--- src/design/cbb_pkg.sv ---
// ----------------------------------------------------------------------------
// cbb_pkg
// Types and constants shared by the cursor byte buffer engine.
// ----------------------------------------------------------------------------
package cbb_pkg;

    localparam int CAPACITY = 256;
    localparam int PTR_W    = $clog2(CAPACITY + 1);
    localparam int SEEK_W   = 9;
    localparam int CNT_W    = 9;
    localparam int SUM_W    = (PTR_W + 1 > SEEK_W) ? PTR_W + 1 : SEEK_W;
    localparam int LANES    = 8;
    localparam int LANE_W   = 3;
    localparam int ROWS     = (CAPACITY + LANES - 1) / LANES;
    localparam int ROW_W    = (ROWS > 1) ? $clog2(ROWS) : 1;

    typedef enum logic [1:0] {
        OP_WRITE = 2'd0,
        OP_READ  = 2'd1,
        OP_SEEK  = 2'd2,
        OP_CLEAR = 2'd3
    } t_op;

    typedef enum logic [1:0] {
        ST_OK            = 2'd0,
        ST_READ_PAST_END = 2'd1,
        ST_NO_ROOM       = 2'd2
    } t_status;

    typedef struct packed {
        t_op                op;
        logic [1:0]         size_code;
        logic               big_endian;
        logic [63:0]        write_value;
        logic [SEEK_W-1:0]  seek_target;
    } t_in_item;

    typedef struct packed {
        logic [63:0]        read_value;
        logic [CNT_W-1:0]   cursor;
        logic [CNT_W-1:0]   length;
        t_status            status;
    } t_result;

    typedef struct packed {
        logic [LANES-1:0]             we;
        logic [LANES-1:0][ROW_W-1:0]  row;
        logic [LANES-1:0][7:0]        wdata;
    } t_bank_req;

    typedef struct packed {
        logic               vld;
        logic               rd_ok;
        logic [LANE_W-1:0]  base;
        logic [LANE_W-1:0]  last;
        logic               big;
        logic [CNT_W-1:0]   cursor;
        logic [CNT_W-1:0]   length;
        t_status            status;
    } t_align;

endpackage

--- src/design/cbb_byte_banks.sv ---
// ----------------------------------------------------------------------------
// cbb_byte_banks
// Eight byte-wide banks; one write and one registered read per bank a cycle.
// ----------------------------------------------------------------------------
module cbb_byte_banks (
    input  logic                                  i_clk,
    input  cbb_pkg::t_bank_req                    i_req,
    output logic [cbb_pkg::LANES-1:0][7:0]        o_rdata
);

    for (genvar b = 0; b < cbb_pkg::LANES; b++) begin : g_bank
        logic [7:0] mem [cbb_pkg::ROWS];
        logic [7:0] r_q;

        always_ff @(posedge i_clk) begin
            if (i_req.we[b]) begin
                mem[i_req.row[b]] <= i_req.wdata[b];
            end
            r_q <= mem[i_req.row[b]];
        end

        assign o_rdata[b] = r_q;
    end

endmodule

--- src/design/cbb_ctrl.sv ---
// ----------------------------------------------------------------------------
// cbb_ctrl
// Input register, cursor and length state, bank addressing and byte steering.
// ----------------------------------------------------------------------------
module cbb_ctrl (
    input  logic                 i_clk,
    input  logic                 i_rst_n,
    input  logic                 i_start,
    input  cbb_pkg::t_in_item    i_item,
    output cbb_pkg::t_bank_req   o_bank_req,
    output cbb_pkg::t_align      o_align
);

    logic                               r_in_vld;
    cbb_pkg::t_in_item                  r_in;
    logic [cbb_pkg::PTR_W-1:0]          r_cursor;
    logic [cbb_pkg::PTR_W-1:0]          n_cursor;
    logic [cbb_pkg::PTR_W-1:0]          r_length;
    logic [cbb_pkg::PTR_W-1:0]          n_length;
    cbb_pkg::t_status                   n_status;
    cbb_pkg::t_align                    r_align;
    logic [cbb_pkg::LANE_W-1:0]         last;
    logic [cbb_pkg::SUM_W-1:0]          end_pos;
    logic                               wr_ok;
    logic                               rd_ok;
    logic [cbb_pkg::LANES-1:0][cbb_pkg::LANE_W-1:0] off;
    logic [cbb_pkg::LANES-1:0][cbb_pkg::LANE_W-1:0] lane;
    logic [cbb_pkg::LANES-1:0][cbb_pkg::SUM_W-1:0]  addr;

    always_ff @(posedge i_clk) begin
        if (!i_rst_n) begin
            r_in_vld <= 1'b0;
        end else begin
            r_in_vld <= i_start;
        end
        r_in <= i_item;
    end

    always_comb begin
        case (r_in.size_code)
            2'd0:    last = cbb_pkg::LANE_W'(0);
            2'd1:    last = cbb_pkg::LANE_W'(1);
            2'd2:    last = cbb_pkg::LANE_W'(3);
            default: last = cbb_pkg::LANE_W'(7);
        endcase
    end

    assign end_pos = cbb_pkg::SUM_W'(r_cursor) + cbb_pkg::SUM_W'(last) + 1'b1;
    assign wr_ok   = (r_in.op == cbb_pkg::OP_WRITE) &&
                     (end_pos <= cbb_pkg::SUM_W'(cbb_pkg::CAPACITY));
    assign rd_ok   = (r_in.op == cbb_pkg::OP_READ) &&
                     (end_pos <= cbb_pkg::SUM_W'(r_length));

    always_comb begin
        n_cursor = r_cursor;
        n_length = r_length;
        n_status = cbb_pkg::ST_OK;
        case (r_in.op)
            cbb_pkg::OP_WRITE: begin
                if (wr_ok) begin
                    n_cursor = cbb_pkg::PTR_W'(end_pos);
                    if (cbb_pkg::PTR_W'(end_pos) > r_length) begin
                        n_length = cbb_pkg::PTR_W'(end_pos);
                    end
                end else begin
                    n_status = cbb_pkg::ST_NO_ROOM;
                end
            end
            cbb_pkg::OP_READ: begin
                if (rd_ok) begin
                    n_cursor = cbb_pkg::PTR_W'(end_pos);
                end else begin
                    n_status = cbb_pkg::ST_READ_PAST_END;
                end
            end
            cbb_pkg::OP_SEEK: begin
                if (cbb_pkg::SUM_W'(r_in.seek_target) > cbb_pkg::SUM_W'(r_length)) begin
                    n_cursor = r_length;
                end else begin
                    n_cursor = cbb_pkg::PTR_W'(r_in.seek_target);
                end
            end
            default: begin
                n_cursor = '0;
                n_length = '0;
            end
        endcase
    end

    always_comb begin
        for (int b = 0; b < cbb_pkg::LANES; b++) begin
            off[b]  = cbb_pkg::LANE_W'(b) - r_cursor[cbb_pkg::LANE_W-1:0];
            lane[b] = r_in.big_endian ? (last - off[b]) : off[b];
            addr[b] = cbb_pkg::SUM_W'(r_cursor) + cbb_pkg::SUM_W'(off[b]);
            o_bank_req.we[b]    = r_in_vld && wr_ok && (off[b] <= last);
            o_bank_req.row[b]   = cbb_pkg::ROW_W'(addr[b] >> cbb_pkg::LANE_W);
            o_bank_req.wdata[b] = r_in.write_value[8*lane[b] +: 8];
        end
    end

    always_ff @(posedge i_clk) begin
        if (!i_rst_n) begin
            r_cursor    <= '0;
            r_length    <= '0;
            r_align.vld <= 1'b0;
        end else begin
            r_align.vld <= r_in_vld;
            if (r_in_vld) begin
                r_cursor <= n_cursor;
                r_length <= n_length;
            end
        end
        r_align.rd_ok  <= rd_ok;
        r_align.base   <= r_cursor[cbb_pkg::LANE_W-1:0];
        r_align.last   <= last;
        r_align.big    <= r_in.big_endian;
        r_align.cursor <= cbb_pkg::CNT_W'(n_cursor);
        r_align.length <= cbb_pkg::CNT_W'(n_length);
        r_align.status <= n_status;
    end

    assign o_align = r_align;

endmodule

--- src/design/cbb_read_align.sv ---
// ----------------------------------------------------------------------------
// cbb_read_align
// Gathers bank bytes into the read value and holds the result register.
// ----------------------------------------------------------------------------
module cbb_read_align (
    input  logic                                  i_clk,
    input  logic                                  i_rst_n,
    input  cbb_pkg::t_align                       i_align,
    input  logic [cbb_pkg::LANES-1:0][7:0]        i_rdata,
    output logic                                  o_valid,
    output cbb_pkg::t_result                      o_result
);

    logic [cbb_pkg::LANES-1:0][7:0]           bytes;
    logic [cbb_pkg::LANES-1:0][cbb_pkg::LANE_W-1:0] off;
    logic                                     r_valid;
    cbb_pkg::t_result                         r_result;

    always_comb begin
        for (int k = 0; k < cbb_pkg::LANES; k++) begin
            off[k] = i_align.big ? (i_align.last - cbb_pkg::LANE_W'(k))
                                 : cbb_pkg::LANE_W'(k);
            if (i_align.rd_ok && (cbb_pkg::LANE_W'(k) <= i_align.last)) begin
                bytes[k] = i_rdata[i_align.base + off[k]];
            end else begin
                bytes[k] = 8'h00;
            end
        end
    end

    always_ff @(posedge i_clk) begin
        if (!i_rst_n) begin
            r_valid <= 1'b0;
        end else begin
            r_valid <= i_align.vld;
        end
        r_result.read_value <= bytes;
        r_result.cursor     <= i_align.cursor;
        r_result.length     <= i_align.length;
        r_result.status     <= i_align.status;
    end

    assign o_valid  = r_valid;
    assign o_result = r_result;

endmodule

--- src/design/cursor_byte_buffer_engine_top.sv ---
// ----------------------------------------------------------------------------
// cursor_byte_buffer_engine_top
// Byte buffer with a cursor, high-water length and typed endian access.
// ----------------------------------------------------------------------------
// One transaction is taken in every cycle; busy is high only while reset is
// held. Each transaction gives one result, strobed on o_valid for one cycle,
// after the input, align and result registers. The receiver cannot stall.
// The rate is set by the store: eight byte-wide banks, each with one write
// and one registered read port, so any access of up to eight bytes at any
// cursor touches each bank at most once in a single cycle.
module cursor_byte_buffer_engine_top (
    input  logic                 i_clk,
    input  logic                 i_rst_n,
    input  logic                 start,
    output logic                 busy,
    input  cbb_pkg::t_in_item    i_item,
    output logic                 o_valid,
    output cbb_pkg::t_result     o_result
);

    cbb_pkg::t_bank_req                   bank_req;
    cbb_pkg::t_align                      align;
    logic [cbb_pkg::LANES-1:0][7:0]       rdata;

    assign busy = ~i_rst_n;

    cbb_ctrl u_ctrl (
        .i_clk      (i_clk),
        .i_rst_n    (i_rst_n),
        .i_start    (start),
        .i_item     (i_item),
        .o_bank_req (bank_req),
        .o_align    (align)
    );

    cbb_byte_banks u_banks (
        .i_clk   (i_clk),
        .i_req   (bank_req),
        .o_rdata (rdata)
    );

    cbb_read_align u_align (
        .i_clk    (i_clk),
        .i_rst_n  (i_rst_n),
        .i_align  (align),
        .i_rdata  (rdata),
        .o_valid  (o_valid),
        .o_result (o_result)
    );

    a_latency: assert property (@(posedge i_clk) disable iff (!i_rst_n)
        (start && !busy) |-> ##3 o_valid)
        else $error("result strobe missing three cycles after transaction");

    a_fail_zero: assert property (@(posedge i_clk) disable iff (!i_rst_n)
        (o_valid && (o_result.status != cbb_pkg::ST_OK)) |-> (o_result.read_value == 64'd0))
        else $error("failed transaction returned nonzero read value");

    a_cursor_bound: assert property (@(posedge i_clk) disable iff (!i_rst_n)
        o_valid |-> (o_result.cursor <= o_result.length))
        else $error("cursor beyond length");

    a_write_lanes: assert property (@(posedge i_clk) disable iff (!i_rst_n)
        (bank_req.we != '0) |=> (align.vld && (align.status == cbb_pkg::ST_OK)))
        else $error("bank write without a successful transaction");

endmodule
--- config.mk ---
export PLATFORM = sky130hd
export DESIGN_NAME = cursor_byte_buffer_engine_top
export DESIGN_NICKNAME = d
export VERILOG_FILES = /design/src/design/cbb_pkg.sv /design/src/design/cbb_byte_banks.sv /design/src/design/cbb_ctrl.sv /design/src/design/cbb_read_align.sv /design/src/design/cursor_byte_buffer_engine_top.sv
export SDC_FILE = /design/constraint.sdc
export NUM_CORES = 2
export LEC_CHECK = 0
export CAP_MARGIN = 20
export CORE_MARGIN = 2
export CORE_UTILIZATION = 57
export CTS_CLUSTER_DIAMETER = 50
export DETAILED_ROUTE_END_ITERATION = 10
export DONT_BUFFER_PORTS = 1
export GPL_TIMING_DRIVEN = 0
export HOLD_SLACK_MARGIN = 0.02
export PLACE_DENSITY_LB_ADDON = 0.1
export SLEW_MARGIN = 20
export SYNTH_ARGS = -nofsm -noshare
export SYNTH_HDL_FRONTEND = slang
export SYNTH_SLANG_ARGS = --single-unit
--- constraint.sdc ---
create_clock -name i_clk -period 4.35 [get_ports i_clk]
set_clock_uncertainty 0.2 [all_clocks]
set_input_delay 0.6525 -clock i_clk [delete_from_list [all_inputs] [get_ports i_clk]]
set_output_delay 0.6525 -clock i_clk [all_outputs]
set_load 0.02 [all_outputs]
Yosys cells after proc, flatten, opt, wreduce, memory -nomap -nowiden --
Memory sizes are Yosys's and may differ from the RTL's. A register that Yosys moved wholly into a read port is not among the register bits. Index checks and enable logic that the tools add are counted.
Word-level totals: register bits after elaboration 211, bits in latches 0, RAM bits 2048, ROM bits 0, input bits 81, output and inout bits 86, memories 8
Memory list:
- u_banks.g_bank[0].mem | words 32, bits a word 8, read ports 1, clocked after memory_dff 1, write ports 1, line cbb_byte_banks.sv:12 | logic [7:0] mem [cbb_pkg::ROWS];
- u_banks.g_bank[1].mem | words 32, bits a word 8, read ports 1, clocked after memory_dff 1, write ports 1, line cbb_byte_banks.sv:12
- u_banks.g_bank[2].mem | words 32, bits a word 8, read ports 1, clocked after memory_dff 1, write ports 1, line cbb_byte_banks.sv:12
- u_banks.g_bank[3].mem | words 32, bits a word 8, read ports 1, clocked after memory_dff 1, write ports 1, line cbb_byte_banks.sv:12
- u_banks.g_bank[4].mem | words 32, bits a word 8, read ports 1, clocked after memory_dff 1, write ports 1, line cbb_byte_banks.sv:12
- u_banks.g_bank[5].mem | words 32, bits a word 8, read ports 1, clocked after memory_dff 1, write ports 1, line cbb_byte_banks.sv:12
- +2 memories
Operators by class: add/subtract/negate cells 41, $mul 0, div/mod/pow operators 0, $lt $le $gt $ge 28, equality and inequality tests 4, shift-type cells 8, multiplexer cells 59, bitwise logic cells 1, reduce and logical (&&, ||, !) cells 22
Operators with widths (count):
- $shiftx 64x7->8 | 8
- $bmux 8 s3 | 8
- $add 8x3->8 | 8
- $mux 8 | 8
- $mux 3 | 16
- $mux 9 | 5
- $lt 3x4->1 const B | 8
- $pmux 9 s3 | 1
- $add 3x3->3 | 8
- $le 3x3->1 | 8
- $sub 3x3->3 | 8
- $logic_and 1x1->1 | 19
- $gt 9x9->1 | 2
- $pmux 9 s2 | 1
- $mux 1 | 17
- $le 3x3->1 const A | 4
- $sub 3x3->3 const A | 4
- $sub 3x3->3 const B | 4
- $add 10x1->10 const B | 1
- $add 9x3->10 | 1
- $le 10x9->1 | 1
- $le 10x9->1 const B | 1
- $pmux 3 s3 | 1
- $le 1x3->1 const A | 2
- 12 further kinds | 19

Logic depth before layout (Yosys ltp) --
depth in word-level cells 10, gate-level depth with buffers 20

Modules after synthesis --
From an unflattened synthesis, not the netlist that was laid out.
Second synthesis, totals: cell total of the unflattened synthesis 5882, area, all modules 94255.4 um2
By module, submodules not included:
- cbb_byte_banks | instances 1, cells an instance 4608, area each 81494.4 um2
- cbb_ctrl | instances 1, cells an instance 837, area each 8005.2 um2
- cbb_read_align | instances 1, cells an instance 436, area each 4752.1 um2
- cursor_byte_buffer_engine_top | instances 1, cells an instance 1, area each 3.8 um2

Least setup slack after synthesis --
No wires, ideal clock.
kind register to register, start register u_ctrl.r_cursor[2] in the netlist's numbering, end register u_ctrl.r_cursor[3] in the netlist's numbering, setup time 0.126 ns, data arrival time 4.074 ns, path slack -0.050 ns, cell stages (with the launch flop) 21, buffers on the path 4, clock period less this slack 4.400 ns, path through dfxtp_1 > buf_6 > buf_4 > inv_1 > ha_1 > nor3_1 > or3_4 > clkbuf_1 > nand2_1 > xnor2_1 > inv_1 > ha_1 > nand4_1 > o31a_1 > a21oi_1 > a211oi_1 > o21a_1 > buf_4 > o21a_1 > o21ai_0 > o21ai_0
On the way: word-level cells in the longest chain between the ends 6, elaborated cells on any way between the ends 9, those cells by class add/sub: 2; order compare: 2; mux: 3; reduce/logical: 2
Ends and longest elaborated chain:
- start: declaration | line cbb_ctrl.sv:16 | logic [cbb_pkg::PTR_W-1:0] r_cursor;
- start signal: assignment | line cbb_ctrl.sv:109 | r_cursor <= n_cursor;
- $add 9x3->10 (*) | line cbb_ctrl.sv:48 | assign end_pos = cbb_pkg::SUM_W'(r_cursor) + cbb_pkg::SUM_W'(last) + 1'b1;
- $add 10x1->10 (*) | line cbb_ctrl.sv:48
- $le 10x9->1, on equally long branches | line cbb_ctrl.sv:52, cbb_ctrl.sv:50
- $logic_and 1x1->1, on equally long branches | line cbb_ctrl.sv:51, cbb_ctrl.sv:49
- $mux 9, on equally long branches | line cbb_ctrl.sv:70, cbb_ctrl.sv:60
- $pmux 9 s3 (*) | line cbb_ctrl.sv:58 | case (r_in.op)
Every way passes the cells marked *; elsewhere a longest branch is shown, timed or not. A chain may end at the register's enable or synchronous reset.

Worst setup path in the final report --
start register u_ctrl.r_cursor[1] in the netlist's numbering, end register u_banks.g_bank[1].r_q[1] (read register of u_banks.g_bank[1].mem)
On the way: word-level cells in the longest chain between the ends 2
Ends and longest elaborated chain:
- $sub 1x3->3 | line cbb_ctrl.sv:92 | off[b] = cbb_pkg::LANE_W'(b) - r_cursor[cbb_pkg::LANE_W-1:0];
- $add 8x3->8 (*) | line cbb_ctrl.sv:94 | addr[b] = cbb_pkg::SUM_W'(r_cursor) + cbb_pkg::SUM_W'(off[b]);
- end: declaration | line cbb_byte_banks.sv:13 | logic [7:0] r_q;
Marked as above.

==> load_flow_metrics.sql <==
INSERT INTO impl_metrics (metric_group, metric, value, unit) VALUES
('synth', 'synth-edff-count', '2048', ''),
('worst_setup_path', 'rr_worst_depth', '14', ''),
('clock_tree', 'clk-insertion-delay-late', '0.89', 'ns'),
('synth', 'synthesized_cell_area', '95060', 'um^2'),
('grt', 'first_global_vias', '56800', ''),
('route', 'detail_route.vias_per_cell', '6.720', ''),
('synth', 'synthDominantCellAreaShare', '64.70', '%'),
('synth', 'async_flop_share', '0', '%'),
('worst_setup_path', 'crit_fanout', '10', ''),
('layout', 'syn_to_final_growth', '19.10', '%'),
('hold_path', 'hold_path_class', 'input pin to flop', ''),
('floorplanning', 'std_cell_rows', '149', ''),
('place', 'place_ws', '-1.869', 'ns'),
('worst_setup_path', 'data_arrival_time_of_the_critical_path', '4.90', 'ns'),
('power_and_ir_drop', 'cellLeakagePower', '37.13', 'nW'),
('synth', 'yosysSeqAreaShare', '70.49', '%'),
('power_and_ir_drop', 'cellPowerDensity', '441.1', 'nW/um^2'),
('worst_setup_path', 'crit_path_start_kind', 'flop', ''),
('synth', 'synthFlopType', 'sky130_fd_sc_hd__edfxtp_1', ''),
('sta', 'fin_hold_ws', '0.1043', 'ns'),
('route', 'route.antenna.remaining_nets', '0', ''),
('sta', 'period_minus_slack', '4.389', 'ns'),
('clock_tree', 'h-tree-depth', '4', ''),
('grt', 'antenna_violations_before_repair', '17', ''),
('layout', 'mostFrequentLayoutCells', '2,048 x sky130_fd_sc_hd__edfxtp_1, 720 x sky130_fd_sc_hd__nand2_1, 430 x sky130_fd_sc_hd__mux4_2, 270 x sky130_fd_sc_hd__dfxtp_1, 250 x sky130_fd_sc_hd__a21oi_1', ''),
('clock_tree', 'cts_tree', 'done', ''),
('floorplanning', 'boundaryPins', '167', ''),
('synth', 'postSynthCellCount', '5914', ''),
('synth', 'ys_types', '83', ''),
('sta', 'tightestPinTransition', '1.429', 'ns'),
('power_and_ir_drop', 'vdd.ir_drop.worst', '0.0004499', 'V'),
('sta', 'setup-violations-final', '9', ''),
('floorplanning', 'initial_utilization', '57.49', '%'),
('worst_setup_path', 'r2r_setup_slack', '-0.04', 'ns'),
('worst_setup_path', 'worst_r2r_endpoint', 'u_banks.g_bank[1].r_q[1]$_DFF_P_', ''),
('sta', 'relSlewSlack', '4.766', '%'),
('sta', 'timing.final.crit_share', '100.9', '%'),
('synth', 'top_cells_by_area_in_the_synthesized_netlist', 'sky130_fd_sc_hd__edfxtp_1 65%, sky130_fd_sc_hd__mux4_2 10%, sky130_fd_sc_hd__dfxtp_1 5.8%', ''),
('sta', 'fin_ws', '-0.03888', 'ns'),
('worst_setup_path', 'setup.worst_path.end', 'u_banks.g_bank[1].r_q[1]$_DFF_P_', ''),
('synth', 'avg_cell_area_syn', '16.07', 'um^2'),
('place', 'gp_congestion', '0.9565', ''),
('layout', 'post-route-util', '68.47', '%'),
('place', 'portBuffers', '0', ''),
('clock_tree', 'clkSlewWorstSetupHoldPaths', '0.06', 'ns'),
('worst_setup_path', 'critPathLaunch', 'u_ctrl.r_cursor[1]$_SDFFE_PN0P_', ''),
('clock_tree', 'number_of_buffers_on_the_longest_clock_path', '3', ''),
('run_status', 'status', 'finished, violations left', ''),
('synth', 'yosys_register_bits', '2323', ''),
('clock_tree', 'cts.sinks', '2323', ''),
('grt', 'globalRouteOverflowTotal', '0', ''),
('clock_tree', 'ctsRootBufferMaster', 'sky130_fd_sc_hd__clkbuf_16', ''),
('worst_setup_path', 'reg2reg_from', 'u_ctrl.r_cursor[1]$_SDFFE_PN0P_', ''),
('floorplanning', 'design.core.area', '165400', 'um^2'),
('sta', 'maxClockFrequency', '227.8', 'MHz'),
('place', 'dpl.hpwl', '190100', 'um'),
('route', 'drt-initial-drc-count', '9341', ''),
('worst_setup_path', 'critPathKind', 'flop to flop', ''),
('sta', 'rsz0062_at_grt', 'true', ''),
('synth', 'synth_warnings', '0', ''),
('route', 'remaining_drc_errors', '0', ''),
('floorplanning', 'die-width', '412.4', 'um'),
('floorplanning', 'dieArea', '170100', 'um^2'),
('sta', 'finalHoldViolCount', '0', ''),
('sta', 'maxSlewViolCount', '0', ''),
('route', 'wirelength', '284100', 'um'),
('route', 'number_of_iterations_in_the_first_detailed_routing_pass', '10', ''),
('route', 'via_count', '59440', ''),
('clock_tree', 'numCtsBuffers', '229', ''),
('grt', 'grt_first_pass_wirelength', '402900', 'um'),
('run_status', 'violations_in_the_final_reports', 'setup timing', '');
cells in the mapped netlist (20+ instances only):
| master | number |
|---|---|
| sky130_fd_sc_hd__o211ai_1 | 20 |
| sky130_fd_sc_hd__edfxtp_1 | 2048 |
| sky130_fd_sc_hd__a211oi_1 | 28 |
| sky130_fd_sc_hd__a21oi_1 | 259 |
| sky130_fd_sc_hd__buf_4 | 24 |
| sky130_fd_sc_hd__inv_1 | 73 |
| sky130_fd_sc_hd__buf_1 | 66 |
| sky130_fd_sc_hd__and3_1 | 20 |
| sky130_fd_sc_hd__mux4_2 | 430 |
| sky130_fd_sc_hd__nand3_1 | 113 |
| sky130_fd_sc_hd__o21ai_0 | 107 |
| sky130_fd_sc_hd__a22oi_1 | 108 |
| sky130_fd_sc_hd__nor2b_1 | 40 |
| sky130_fd_sc_hd__xnor2_1 | 47 |
| sky130_fd_sc_hd__a31oi_1 | 63 |
| sky130_fd_sc_hd__a221o_1 | 45 |
| sky130_fd_sc_hd__nand4_1 | 41 |
| sky130_fd_sc_hd__nor3_1 | 21 |
| sky130_fd_sc_hd__a222oi_1 | 21 |
| sky130_fd_sc_hd__a221oi_1 | 97 |
| sky130_fd_sc_hd__nor2_1 | 358 |
| sky130_fd_sc_hd__ha_1 | 67 |
| sky130_fd_sc_hd__mux2_2 | 103 |
| sky130_fd_sc_hd__a21o_1 | 35 |
| sky130_fd_sc_hd__nand2_1 | 738 |
| sky130_fd_sc_hd__buf_2 | 72 |
| sky130_fd_sc_hd__o22ai_1 | 69 |
| sky130_fd_sc_hd__a32oi_1 | 42 |
| sky130_fd_sc_hd__clkbuf_1 | 175 |
| sky130_fd_sc_hd__dfxtp_1 | 275 |
| sky130_fd_sc_hd__mux2i_1 | 95 |
| sky130_fd_sc_hd__xor2_1 | 27 |
through the flow:
step	cells	power (mW)	cell area [um^2]	TNS, ns
4_1_cts	8794	49.74	112000	-2.631
6_report	8845	49.94	113200	-0.1142
3_3_place_gp	8103	29.60	97800	-4655.92
5_1_grt	8842	51.06	113200	-11.36
3_5_place_dp	8120	29.90	98440	-3749.30
2_1_floorplan	5914	28.01	95060	0
power by group:
group	switching (mW)	total (mW)	internal (mW)
combinational	2.94	4.21	1.27
sequential	0.264	25.6	25.4
clock	8.68	20.1	11.4
total	11.9	49.9	38.1
worst max-delay path, cell delays in order (launching register included):
cell and delay (ns):
sky130_fd_sc_hd__dfxtp_4 0.40, sky130_fd_sc_hd__buf_12 0.14, sky130_fd_sc_hd__clkinvlp_4 0.12, sky130_fd_sc_hd__buf_4 0.20
sky130_fd_sc_hd__ha_1 0.40, sky130_fd_sc_hd__xor2_2 0.21, sky130_fd_sc_hd__a21oi_2 0.30, sky130_fd_sc_hd__xor2_1 0.13
sky130_fd_sc_hd__a31o_2 0.26, sky130_fd_sc_hd__clkbuf_1 0.28, sky130_fd_sc_hd__buf_2 0.33, sky130_fd_sc_hd__a222oi_1 0.47
sky130_fd_sc_hd__o22ai_1 0.21, sky130_fd_sc_hd__nor3_2 0.39, sky130_fd_sc_hd__nand2_1 0.17
cells by family (layout without fill, tap and decap cells):
logic type,Yosys count,after routing,synth area share (%)
DFF,2323,2323,70.49
and+or+nand+nor,1412,1412,6.282
AOI/OAI and AO/OA,966,966,6.934
muxes,634,634,12.48
buffers and inverters,422,1156,1.928
xor gates and xnor gates,81,81,0.8134
adders and majority gates,76,76,1.071
other,0,8,0
cell type report:
cell class	count	area (um^2)
Sequential cell	2323	67020
Fill cell	10750	52150
Multi-Input combinational cell	3169	29630
Clock buffer	325	6648
Timing Repair Buffer	306	3876
Tap cell	2189	2739
Buffer	337	1914
Clock inverter	113	1079
Inverter	75	291.5
Antenna cell	8	20.02
worst min path at each step:
stage,depth (start not counted),startpoint,end
2_1_floorplan,0,u_ctrl.o_align[0]$_DFF_P_,u_align.o_result[0]$_DFF_P_
3_3_place_gp,0,u_ctrl.o_align[15]$_DFF_P_,u_align.o_result[15]$_DFF_P_
3_5_place_dp,0,u_ctrl.o_align[6]$_DFF_P_,u_align.o_result[6]$_DFF_P_
4_1_cts,2,i_rst_n,u_ctrl.o_align[28]$_SDFF_PN0_
5_1_grt,1,i_item[1],u_ctrl.r_in[1]$_DFF_P_
6_report,1,i_item[42],u_ctrl.r_in[42]$_DFF_P_
repair_timing:
action,4_1_cts,5_1_grt
gates cloned,0,0
endpoints found under the hold margin,94,0
pin swaps,118,38
buffers inserted,163,46
resized for setup,774,230
hold buffers,80,0
setup endpoints to repair,4187,3518
registers in the layout, summed over array words and instances (netlist names):
register / count
u_ctrl.r_cursor: 9
u_ctrl.r_in: 78
u_align.o_result: 84
u_banks.g_bank.r_q: 64
u_ctrl.o_align: 29
u_ctrl.r_length: 9
u_banks.g_bank.mem: 2048
u_ctrl.r_in_vld: 1
u_align.o_valid: 1
per-layer routing:
| metal | wire [um] | vias to the layer above | global-route usage (%) |
|---|---|---|---|
| met5 | 34 | - | 0 |
| met4 | 13380 | 6 | 13.00 |
| met3 | 33230 | 731 | 7.221 |
| met2 | 128800 | 3945 | 50.22 |
| met1 | 108600 | 30240 | 47.65 |
| li1 | - | 24520 | - |
Power figures use the tool's default switching activity.
